## src/hw/rtl/psq_pkg.sv

```systemverilog
// Package: widths, pin positions and word constants of the panel switch qualifier.
package psq_pkg;

  localparam int PIN_COUNT = 29;
  localparam int SAMPLE_W  = 29;
  localparam int STEADY_W  = 16;
  localparam int ACTION_W  = 13;
  localparam int PAIR_N    = 6;

  // Inputs at or above the pin count are masked off.
  localparam logic [SAMPLE_W-1:0] PIN_MASK =
    SAMPLE_W'((64'd1 << PIN_COUNT) - 64'd1);

  localparam logic [STEADY_W-1:0] STEADY_IDLE = 16'h2aa8;
  localparam int STOP_FLAG = 15;
  localparam int LEARN_BIT = 14;
  localparam int AUTO_BIT  = 1;
  localparam int EN_BIT    = 0;
  localparam int BELL_BIT  = 12;

  localparam int IN_EN    = 0;
  localparam int IN_AUTO  = 1;
  localparam int IN_STOP  = 26;
  localparam int IN_LEARN = 27;
  localparam int IN_BELL  = 28;

  typedef logic [4:0] pin_idx_t;
  typedef pin_idx_t [PAIR_N-1:0] pin_list_t;

  // Start inputs of the start/stop pairs; stop is the next input up.
  localparam pin_list_t PAIR_IN = '{5'd20, 5'd10, 5'd8, 5'd6, 5'd4, 5'd2};
  // First inputs of the direction pairs; the second is the next input up.
  localparam pin_list_t DIR_IN  = '{5'd24, 5'd22, 5'd18, 5'd16, 5'd14, 5'd12};

  typedef struct packed {
    logic [STEADY_W-1:0] steady;
    logic [ACTION_W-1:0] action;
  } psq_words_t;

endpackage

```

## src/hw/rtl/psq_rules.sv

```systemverilog
// Qualification rules: next stored sample and next words for one scan item.
module psq_rules (
  input  logic [psq_pkg::SAMPLE_W-1:0] sample,
  input  logic [psq_pkg::SAMPLE_W-1:0] last_sample,
  input  psq_pkg::psq_words_t          words,
  output logic [psq_pkg::SAMPLE_W-1:0] last_sample_nxt,
  output psq_pkg::psq_words_t          words_nxt
);
  import psq_pkg::*;

  logic [SAMPLE_W-1:0] s;
  logic [STEADY_W-1:0] st;
  logic [ACTION_W-1:0] ac;

  assign s = sample & PIN_MASK;

  always_comb begin
    st = words.steady;
    st[STOP_FLAG] = 1'b0;
    st[EN_BIT]    = 1'b1;
    st[AUTO_BIT]  = s[IN_AUTO];
    st[LEARN_BIT] = ~s[IN_AUTO] & s[IN_LEARN];
    ac = '0;
    for (int k = 0; k < PAIR_N; k++) begin
      // start wins, then stop, else hold
      if (s[PAIR_IN[k]]) begin
        st[2*k+2] = 1'b1;
        st[2*k+3] = 1'b0;
      end else if (s[PAIR_IN[k] + 5'd1]) begin
        st[2*k+2] = 1'b0;
        st[2*k+3] = 1'b1;
      end
      ac[2*k]   = s[DIR_IN[k]];
      ac[2*k+1] = ~s[DIR_IN[k]] & s[DIR_IN[k] + 5'd1];
    end
    ac[BELL_BIT] = s[IN_BELL];
  end

  always_comb begin
    last_sample_nxt = s;
    words_nxt       = words;
    if (s == last_sample) begin
      if (!s[IN_STOP]) begin
        words_nxt.steady = STEADY_IDLE | (STEADY_W'(1) << STOP_FLAG);
        words_nxt.action = '0;
      end else if (!s[IN_EN]) begin
        words_nxt.steady = STEADY_IDLE;
        words_nxt.action = '0;
      end else begin
        words_nxt.steady = st;
        words_nxt.action = ac;
      end
    end
  end

endmodule

```

## src/hw/rtl/psq_state_reg.sv

```systemverilog
// State registers: last sample and the two words, loaded on each accepted item.
module psq_state_reg (
  input  logic                         clk,
  input  logic                         rst_n,
  input  logic                         load,
  input  logic [psq_pkg::SAMPLE_W-1:0] last_sample_nxt,
  input  psq_pkg::psq_words_t          words_nxt,
  output logic [psq_pkg::SAMPLE_W-1:0] last_sample,
  output psq_pkg::psq_words_t          words
);
  import psq_pkg::*;

  logic [SAMPLE_W-1:0] last_sample_r;
  psq_words_t          words_r;

  always_ff @(posedge clk) begin
    if (!rst_n) begin
      last_sample_r  <= '0;
      words_r.steady <= STEADY_IDLE;
      words_r.action <= '0;
    end else if (load) begin
      last_sample_r <= last_sample_nxt;
      words_r       <= words_nxt;
    end
  end

  assign last_sample = last_sample_r;
  assign words       = words_r;

endmodule

```

## src/hw/rtl/panel_switch_qualifier_top.sv

```systemverilog
// Top level of the panel switch qualifier: handshakes, rules and state registers.
//
//   channel  dir  handshake            payload
//   in_      in   in_valid/in_ready    in_pin_sample[28:0]
//   out_     out  out_valid/out_ready  out_steady_word[15:0], out_action_word[12:0]
//
// The result of an item is on the out_ ports in the cycle after it is taken.
// One item per cycle while out_ready is high; the compare and bit rules are
// combinational, worked out in one pass from the state registers and the sample.
// The state registers double as the result register, so a new item is taken
// whenever no result waits or the waiting one is taken in the same cycle.
// Reset (synchronous, rst_n low): last sample 0, steady word 0x2aa8, action 0,
// no result pending.
module panel_switch_qualifier_top (
  input  logic                         clk,
  input  logic                         rst_n,
  input  logic                         in_valid,
  output logic                         in_ready,
  input  logic [psq_pkg::SAMPLE_W-1:0] in_pin_sample,
  output logic                         out_valid,
  input  logic                         out_ready,
  output logic [psq_pkg::STEADY_W-1:0] out_steady_word,
  output logic [psq_pkg::ACTION_W-1:0] out_action_word
);
  import psq_pkg::*;

  logic                out_valid_r;
  logic                out_valid_nxt;
  logic                in_take;
  logic [SAMPLE_W-1:0] last_sample;
  logic [SAMPLE_W-1:0] last_sample_nxt;
  psq_words_t          words;
  psq_words_t          words_nxt;

  // Slot is free when empty or drained this cycle.
  assign in_ready = ~out_valid_r | out_ready;
  assign in_take  = in_valid & in_ready;

  psq_rules u_rules (
    .sample          (in_pin_sample),
    .last_sample     (last_sample),
    .words           (words),
    .last_sample_nxt (last_sample_nxt),
    .words_nxt       (words_nxt)
  );

  // Words only move on an accepted item, which only happens when the
  // pending result leaves, so they hold the result while it waits.
  psq_state_reg u_state (
    .clk             (clk),
    .rst_n           (rst_n),
    .load            (in_take),
    .last_sample_nxt (last_sample_nxt),
    .words_nxt       (words_nxt),
    .last_sample     (last_sample),
    .words           (words)
  );

  always_comb begin
    out_valid_nxt = out_valid_r;
    if (in_take) begin
      out_valid_nxt = 1'b1;
    end else if (out_ready) begin
      out_valid_nxt = 1'b0;
    end
  end

  always_ff @(posedge clk) begin
    if (!rst_n) begin
      out_valid_r <= 1'b0;
    end else begin
      out_valid_r <= out_valid_nxt;
    end
  end

  assign out_valid       = out_valid_r;
  assign out_steady_word = words.steady;
  assign out_action_word = words.action;

endmodule

```

## config.mk

```make
export PLATFORM = sky130hd
export DESIGN_NAME = panel_switch_qualifier_top
export DESIGN_NICKNAME = d
export VERILOG_FILES = /design/src/hw/rtl/psq_pkg.sv /design/src/hw/rtl/psq_rules.sv /design/src/hw/rtl/psq_state_reg.sv /design/src/hw/rtl/panel_switch_qualifier_top.sv
export SDC_FILE = /design/constraint.sdc
export NUM_CORES = 1
export LEC_CHECK = 0
export ABC_AREA = 1
export BUFFER_PORTS_ARGS = -buffer_cell sky130_fd_sc_hd__clkbuf_2
export CORE_AREA = 5 5 100 102
export CTS_CLUSTER_DIAMETER = 60
export CTS_CLUSTER_SIZE = 25
export DETAILED_ROUTE_END_ITERATION = 6
export DIE_AREA = 0 0 105 107
export PLACE_DENSITY_LB_ADDON = 0.08
export SLEW_MARGIN = 20
export SYNTH_ARGS = -nofsm -noshare
export SYNTH_HDL_FRONTEND = slang
export SYNTH_HIERARCHICAL = 1
export SYNTH_SLANG_ARGS = --single-unit
```

## constraint.sdc

```tcl
create_clock -name clk -period 2.24 [get_ports clk]
set_input_delay 0.112 -clock clk [delete_from_list [all_inputs] [get_ports clk]]
set_output_delay 0.112 -clock clk [all_outputs]
set_load 0.005 [all_outputs]
```

After elaboration in Yosys (flattened, before gate mapping)
Cells that the tools add are included.
{"block": "word_totals", "mem_bits_ro": 0, "mem_bits_rw": 0, "latchBits": 0, "reg_bits": 59, "memories": 0, "out_inout_bits": 31}
{"block": "classes", "n_reduce_logical": 8, "shifts": 0, "order_cmp": 0, "bitwise_logic": 17, "eq_ne": 7, "muxes": 16, "multipliers": 0, "div": 0, "addsub": 0}
{"operator": "equality test 29 bit", "n": 1}
{"operator": "two-way mux 29 bit", "n": 1}
{"operator": "two-way mux 28 bit", "n": 1}
{"operator": "two-way mux 2 bit", "n": 12}
{"operator": "!= test 4 bit (second input constant)", "n": 6}
{"operator": "AND reduction 3 bit", "n": 6}
{"operator": "AND 1 bit", "n": 8}
{"operator": "NOT 1 bit", "n": 8}
{"operator": "two-way mux 1 bit", "n": 2}
{"operator": "AND reduction 2 bit", "n": 1}
{"operator": "nonzero test 2 bit", "n": 1}
{"operator": "bitwise OR 1 bit", "n": 1}

Longest topological paths before layout
Gate-level depths: netlist of the first run.
{"block": "depth", "word_depth": 4, "mapped_depth": 16}

Hierarchy
Netlist of the first run, hierarchy kept.
{"mod": "psq_state_reg", "instances": 1, "cells_per_inst": 355, "area_each_um2": 2316.0, "seq_area_each_um2": 1161.1}
{"mod": "psq_rules", "instances": 1, "cells_per_inst": 271, "area_each_um2": 1317.5, "seq_area_each_um2": 0.0}
{"mod": "panel_switch_qualifier_top", "instances": 1, "cells_per_inst": 7, "area_each_um2": 51.3, "seq_area_each_um2": 20.0}

Worst setup path after synthesis of the first run
OpenSTA, ideal clock, no wires.
{"block": "synth_timing", "path_kind": "register to register", "start": "register u_state.last_sample_r[20] (netlist: u_state/last_sample[20])", "end": "register u_state.words_r, in the netlist u_state/words[19]", "path_stages_with_launch": 15, "t_arrival_ns": 1.379, "required_time_ns": 2.127, "period_less_slack_ns": 1.492, "path_slack_ns": 0.748, "path_buffers": 2, "cell_sequence": "dfxtp_1 xnor2_1 nand2_1 nor2_1 nand2_1 nor2_1 nand2_1 buf_4 buf_6 nand2_1 nand2_1 inv_1 nand2_1 nand2_1 nor2_1"}
{"block": "synth_via", "elab_chain_cells": 2}
{"element": "start: declaration", "line_no": "psq_state_reg.sv:13", "text": "logic [SAMPLE_W-1:0] last_sample_r;"}
{"element": "start signal: assignment", "line_no": "psq_state_reg.sv:22", "text": "last_sample_r <= last_sample_nxt;"}
{"element": "equality test 29 bit", "line_no": "psq_rules.sv:42", "text": "if (s == last_sample) begin"}
{"element": "AND reduction 3 bit (no source line)"}
{"element": "end signal: assignment", "line_no": "psq_state_reg.sv:23", "text": "words_r <= words_nxt;"}
{"element": "end: declaration", "line_no": "psq_state_reg.sv:14", "text": "psq_words_t words_r;"}
Every way passes these cells.
A chain may end at the register's enable or synchronous reset.

Worst setup path after layout of the first run
{"block": "layout_timing", "start": "register u_state.last_sample_r[11] (netlist: u_state/last_sample[11])", "end": "register u_state.words_r, in the netlist u_state/words[4]"}
{"block": "layout_via", "elab_chain_cells": 2}
{"element": "equality test 29 bit", "line_no": "psq_rules.sv:42"}
{"element": "AND reduction 2 bit (no source line)"}
Every way passes these cells.

==> flow_summary.toml, run 1 <==
[sta]
clock_skew_ns = 0.00926
min_period_ns = 1.84
setup_tns_ns = 0
min_period_over_period = 0.822
finalSetupViolCount = 0
final-hold-violation-count = 0
timing.slew.headroom = 0.606
fmax_mhz = 543
tightest_slew_ns = 0.591
slew_violations = 0
rsz0062_at_grt = "no"

[global_route]
grt_pass1_vias = 3203
groute.usage.overall = 0.160
antenna_found_initial = 0
grt_max_degree = 40
overflow = 0
grt_pass1_wl_um = 14700

[placement]
place_inst = 761
dp.final_hpwl_um = 6080
gp_congestion = 0.767
port_buffers = 63
placed_area_um2 = 3880

[route]
wirelength_um = 8620
drt_iter0_drc = 141
first_pass_iters = 5
via_count = 3447
antenna_left = 0
drc_errors = 0
avgRoutedWirePerCell_um = 11.1
viasPerCell = 4.44

[synthesis]
synth-edff-count = 0
yosys.area.top_type_share = 0.321
synthTopCellsByCount = "219 x nand2_1, 136 x nor2_1, 83 x inv_1"
yosysWarnings = 6
yosysMostFrequentCell = "nand2_1"
synth_cell_types = 18
synthTopCellsByArea = "dfxtp_1 32%, nand2_1 22%, nor2_1 14%"
synth_seq_cells = 59
syn-num-nets = 666
yosys_most_used_dff = "dfxtp_1"
yosysTopAreaCell = "dfxtp_1"
syn-instance-count = 633
seq_area_frac_synth = 0.321
syn-cell-area_um2 = 3680
synth-async-reset-ratio = 0
avgSynthCellArea_um2 = 5.82

[floorplanning]
fp.coreArea_um2 = 9020
die_w_um = 105
initial_core_util = 0.408
rows = 35
die_h_um = 107
io_pins = 64
dieArea_um2 = 11200

[worst_setup_path]
cp.required_ns = 2.48
reg2reg_from = "u_state/last_sample[11]"
end_kind = "flop"
crit_path_end = "u_state/words[4]"
path_max_fanout = 20
cp.arrival_ns = 2.08
reg2reg_depth = 14
worst-setup-path-type = "flop to flop"
crit_start = "u_state/last_sample[11]"
start_kind = "flop"
rr_endpoint = "u_state/words[4]"
rrSetupSlack_ns = 0.40

[clocking]
cts_max_path_buffers = 2
cts_tree = "done"
root_buffer = "clkbuf_8"
clock_latency_ns = 0.34
post_cts_resized = 0
path_clk_slew_ns = 0.07
htreeDepth = 3
postCtsHoldBufs = 0
cts_setup_buffers = 0
cts.sinks = 59
cts_made_buffers = 9

[power]
p_per_area_nw_per_um2 = 638
fin_total_pwr_mw = 2.60
max-vdd-ir-drop_mv = 0.225
cellLeakagePower_nw = 2.28

[run_status]
status = "finished, final reports clean"

[min_path]
whs_path_depth = 4
hold_path.class = "input port to flop"

[cells_and_area]
final_cell_area_um2 = 4070
instances_no_fill = 777
num_antenna_cells = 0
areaGrowthSynthToFinish_pct = 10.6
final_util = 0.452
layout.nets = 694
drive_above_1_share = 0.144

[run]
max_cap_viol_count = 0
-- placed cells by master, fill, tap and decap left out, types with 4 or more instances in the layout --
| cell | synthesis | layout |
|---|---|---|
| clkbuf_2 | 0 | 63 |
| nand3_1 | 36 | 36 |
| dfxtp_1 | 59 | 59 |
| buf_4 | 39 | 10 |
| inv_1 | 83 | 83 |
| clkbuf_8 | 0 | 13 |
| xor2_1 | 5 | 5 |
| nor3_1 | 4 | 4 |
| xnor2_1 | 16 | 16 |
| nor2_1 | 136 | 134 |
| a21oi_1 | 7 | 6 |
| o21ai_0 | 6 | 6 |
| nand2_1 | 219 | 219 |
-- layer usage --
metal / vias up / share of wire / routed length (um) / track usage
met5: - / 0 / 0 / 0
met4: 0 / 0.013 / 113 / 0.0639
met3: 8 / 0.040 / 341 / 0.0367
met2: 57 / 0.46 / 4000 / 0.263
met1: 1508 / 0.48 / 4170 / 0.201
li1: 1874 / - / - / -
-- kinds of logic after synthesis --
group / count (synthesis) / share of synthesized area
AO/OA/AOI/OAI: 14 / 0.0200
XOR/XNOR: 21 / 0.0499
buffers and inverters: 143 / 0.192
flip-flops: 59 / 0.321
AND/OR/NAND/NOR: 396 / 0.418
-- how the worst min path moves through the flow --
stage | start | slack, ns | end
floorplan | rst_n | 0.23 | out_valid
global placement | out_ready | 0.40 | out_valid
detailed placement | out_ready | 0.40 | out_valid
CTS | out_ready | 0.04 | out_valid
global route | out_ready | 0.06 | out_valid
finish | out_ready | 0.05 | out_valid
-- flip-flops by register name (all words and copies together) (netlist names) --
name / cells
out_valid: 1
u_state/last_sample: 29
u_state/words: 29
-- layout make-up --
type                       instances  area [um^2]
fill                            1004         4950
tap                              111          139
sequential                        59         1180
clock buffer                      15          186
timing repair buffer              75          430
inverter                          85          319
multi-input combinational        431         1810
clock inverter                     1         5.00
-- metrics by stage --
step	hold slack, ns	setup slack [ns]
2_1_floorplan	0.234	0.748
3_3_place_gp	0.397	0.478
3_5_place_dp	0.403	0.455
4_1_cts	0.0381	0.397
5_1_grt	0.0623	0.176
6_report	0.0518	0.398
-- worst max-delay path, cell delays in order (launching register included) --
cell and delay [ns]:
dfxtp_1 0.36, inv_1 0.05, nand2_1 0.05, nand2_1 0.04, nor2_1 0.18, nand3_1 0.13, nor2_2 0.28, nand2_1 0.12
buf_4 0.23, nand2_1 0.08, nand2_1 0.04, inv_1 0.04, nand2_1 0.05, nand2_1 0.07, nor2_1 0.04
-- power breakdown --
group / total (mW) / internal [mW] / switching [mW]
Combinational: 0.472 / 0.199 / 0.273
Sequential: 1.19 / 1.13 / 0.0620
Clock: 0.934 / 0.522 / 0.411
Total: 2.60 / 1.85 / 0.746
(Power assumes the default switching activity.)
==> run 2: changes to the inputs <==
==> constraint.sdc (replaced) <==
create_clock -name clk -period 1.9 [get_ports clk]
set_input_delay 0.095 -clock clk [delete_from_list [all_inputs] [get_ports clk]]
set_output_delay 0.095 -clock clk [all_outputs]
set_load 0.005 [all_outputs]
==> run 2 against run 1 <==
Sequential cell count unchanged. Die area unchanged. Clock power up 12%. Clock-buffer cell count down 3. Core utilization up 0.62 points. Sequential power up 18%. Largest power group unchanged.
==> flow_summary.toml, run 2 (synthesis gave the netlist of run 1 again) <==
[run_status]
status = "finished, final reports clean"

[route]
first_pass_iters = 6
wirelength_um = 8740
avgRoutedWirePerCell_um = 11.2
via_count = 3443
viasPerCell = 4.41
drt_iter0_drc = 100
drc_errors = 0
antenna_left = 0

[floorplanning]
fp.coreArea_um2 = 9020
dieArea_um2 = 11200
die_h_um = 107
die_w_um = 105
initial_core_util = 0.408
io_pins = 64
rows = 35

[cells_and_area]
drive_above_1_share = 0.155
layout_commonest_cell = "nand2_1"
final_cell_mix = "219 x nand2_1, 131 x nor2_1, 83 x inv_1, 63 x clkbuf_2, 59 x dfxtp_1"
instances_no_fill = 781
areaGrowthSynthToFinish_pct = 12.1
num_antenna_cells = 0
layout.nets = 698
final_util = 0.458

[worst_setup_path]
rrSetupSlack_ns = 0.21
worst-setup-path-type = "flop to flop"
reg2reg_from = "u_state/last_sample[14]"
reg2reg_depth = 13
cp_cell_sequence = "xnor2_1 -> nand2_1 -> nor2_1 -> nand2_1 -> nor2_4 -> nand2_1 -> buf_4 -> nand2_1 -> nand2_1 -> inv_1 -> nand2_1 -> nand2_1 -> nor2_1"
cp_common_cell = "nand2_1"
rr_endpoint = "u_state/words[3]"
cp.arrival_ns = 1.92
max_stage_delay_ns = 0.32
cp_slowest_cell = "dfxtp_1"
cp.required_ns = 2.13
start_kind = "flop"
end_kind = "flop"
path_max_fanout = 14

[sta]
timing.slew.headroom = 0.620
tightest_slew_ns = 0.569
finalSetupViolCount = 0
min_period_over_period = 0.889
rsz0062_at_grt = "no"
min_period_ns = 1.69
whs_ns = 0.0410
slew_violations = 0
setup_tns_ns = 0
clock_skew_ns = 0.00879
final-hold-violation-count = 0
fmax_mhz = 592

[clocking]
cts_setup_buffers = 0
htreeDepth = 3
cts_made_buffers = 9
path_clk_slew_ns = 0.07
postCtsHoldBufs = 0
cts_tree = "done"
clock_latency_ns = 0.33
cts.sinks = 59
cts_max_path_buffers = 2
root_buffer = "clkbuf_8"

[placement]
gp_congestion = 0.790
place_inst = 765
dp.final_hpwl_um = 6280
port_buffers = 63

[min_path]
whs_path_depth = 4
holdCritStartpoint = "out_ready"
hold_path.class = "input port to flop"
holdPathEnd = "out_valid"

[power]
p_per_area_nw_per_um2 = 734
max-vdd-ir-drop_mv = 0.262
fin_total_pwr_mw = 3.03
cellLeakagePower_nw = 2.29

[run]
max_cap_viol_count = 0

[global_route]
overflow = 0
grt_pass1_wl_um = 14900
grt_max_degree = 37
groute.usage.overall = 0.162
antenna_found_initial = 0
grt_pass1_vias = 3161
[run 2: cell count changes in the layout (fill, tap and decap cells not counted)]
| cell | change |
|---|---|
| clkinvlp_4 | +2 |
| clkbuf_1 | -1 |
| buf_12 | +2 |
| nor2_4 | +1 |
| nor2_2 | +2 |
| nor2_1 | -3 |
| clkinv_2 | +1 |
| buf_4 | +2 |
| clkbuf_8 | -2 |
[run 2: power by group]
part / switching, mW / total, mW / internal [mW]
Clock: 0.510 / 1.05 / 0.541
Sequential: 0.0740 / 1.41 / 1.33
Combinational: 0.328 / 0.574 / 0.246
[run 2: area by class of cell]
type,count,area [um^2]
clock buffer,12,155
clock inverter,4,25.0
sequential,59,1180
multi-input combinational,431,1830
timing repair buffer,79,485
fill,989,4890
inverter,85,319
tap,111,139
[run 2: worst max-delay path by stage]
stage                       startpoint                end  slack (ns)  cells after the start
2_1_floorplan  u_state/last_sample[20]  u_state/words[19]        0.41                     14
3_3_place_gp   u_state/last_sample[18]   u_state/words[3]        0.26                     13
3_5_place_dp   u_state/last_sample[11]   u_state/words[5]        0.22                     14
4_1_cts        u_state/last_sample[11]   u_state/words[5]        0.19                     14
5_1_grt         u_state/last_sample[1]   u_state/words[0]      0.0005                     13
6_report       u_state/last_sample[14]   u_state/words[3]        0.21                     13
[run 2: what timing repair did]
| action | CTS | global route |
|---|---|---|
| hold endpoints to repair | 0 | 0 |
| resized for setup | 0 | 4 |
| endpoints found under the setup margin | 0 | 4 |
[run 2: per-stage QoR]
stage          setup WS (ns)  cell area [um^2]
5_1_grt             0.000547              4130
6_report               0.211              4130
3_5_place_dp           0.217              3940
3_3_place_gp           0.262              3940
4_1_cts                0.192              4120
2_1_floorplan          0.408              3680
[run 2: worst max-delay path: cells and delay by family (launching register included)]
kind / cells / cell delay (ns)
buf+inv: 2 / 0.26
flops: 1 / 0.32
xor+xnor: 1 / 0.16
simple gates: 10 / 0.86
[run 2: per-layer routing]
metal	track usage	up-vias	part of all wire
met1	0.212	1486	0.48
met5	0	-	0
li1	-	1887	-
met2	0.264	63	0.46
met3	0.0307	7	0.046
met4	0.0594	0	0.011
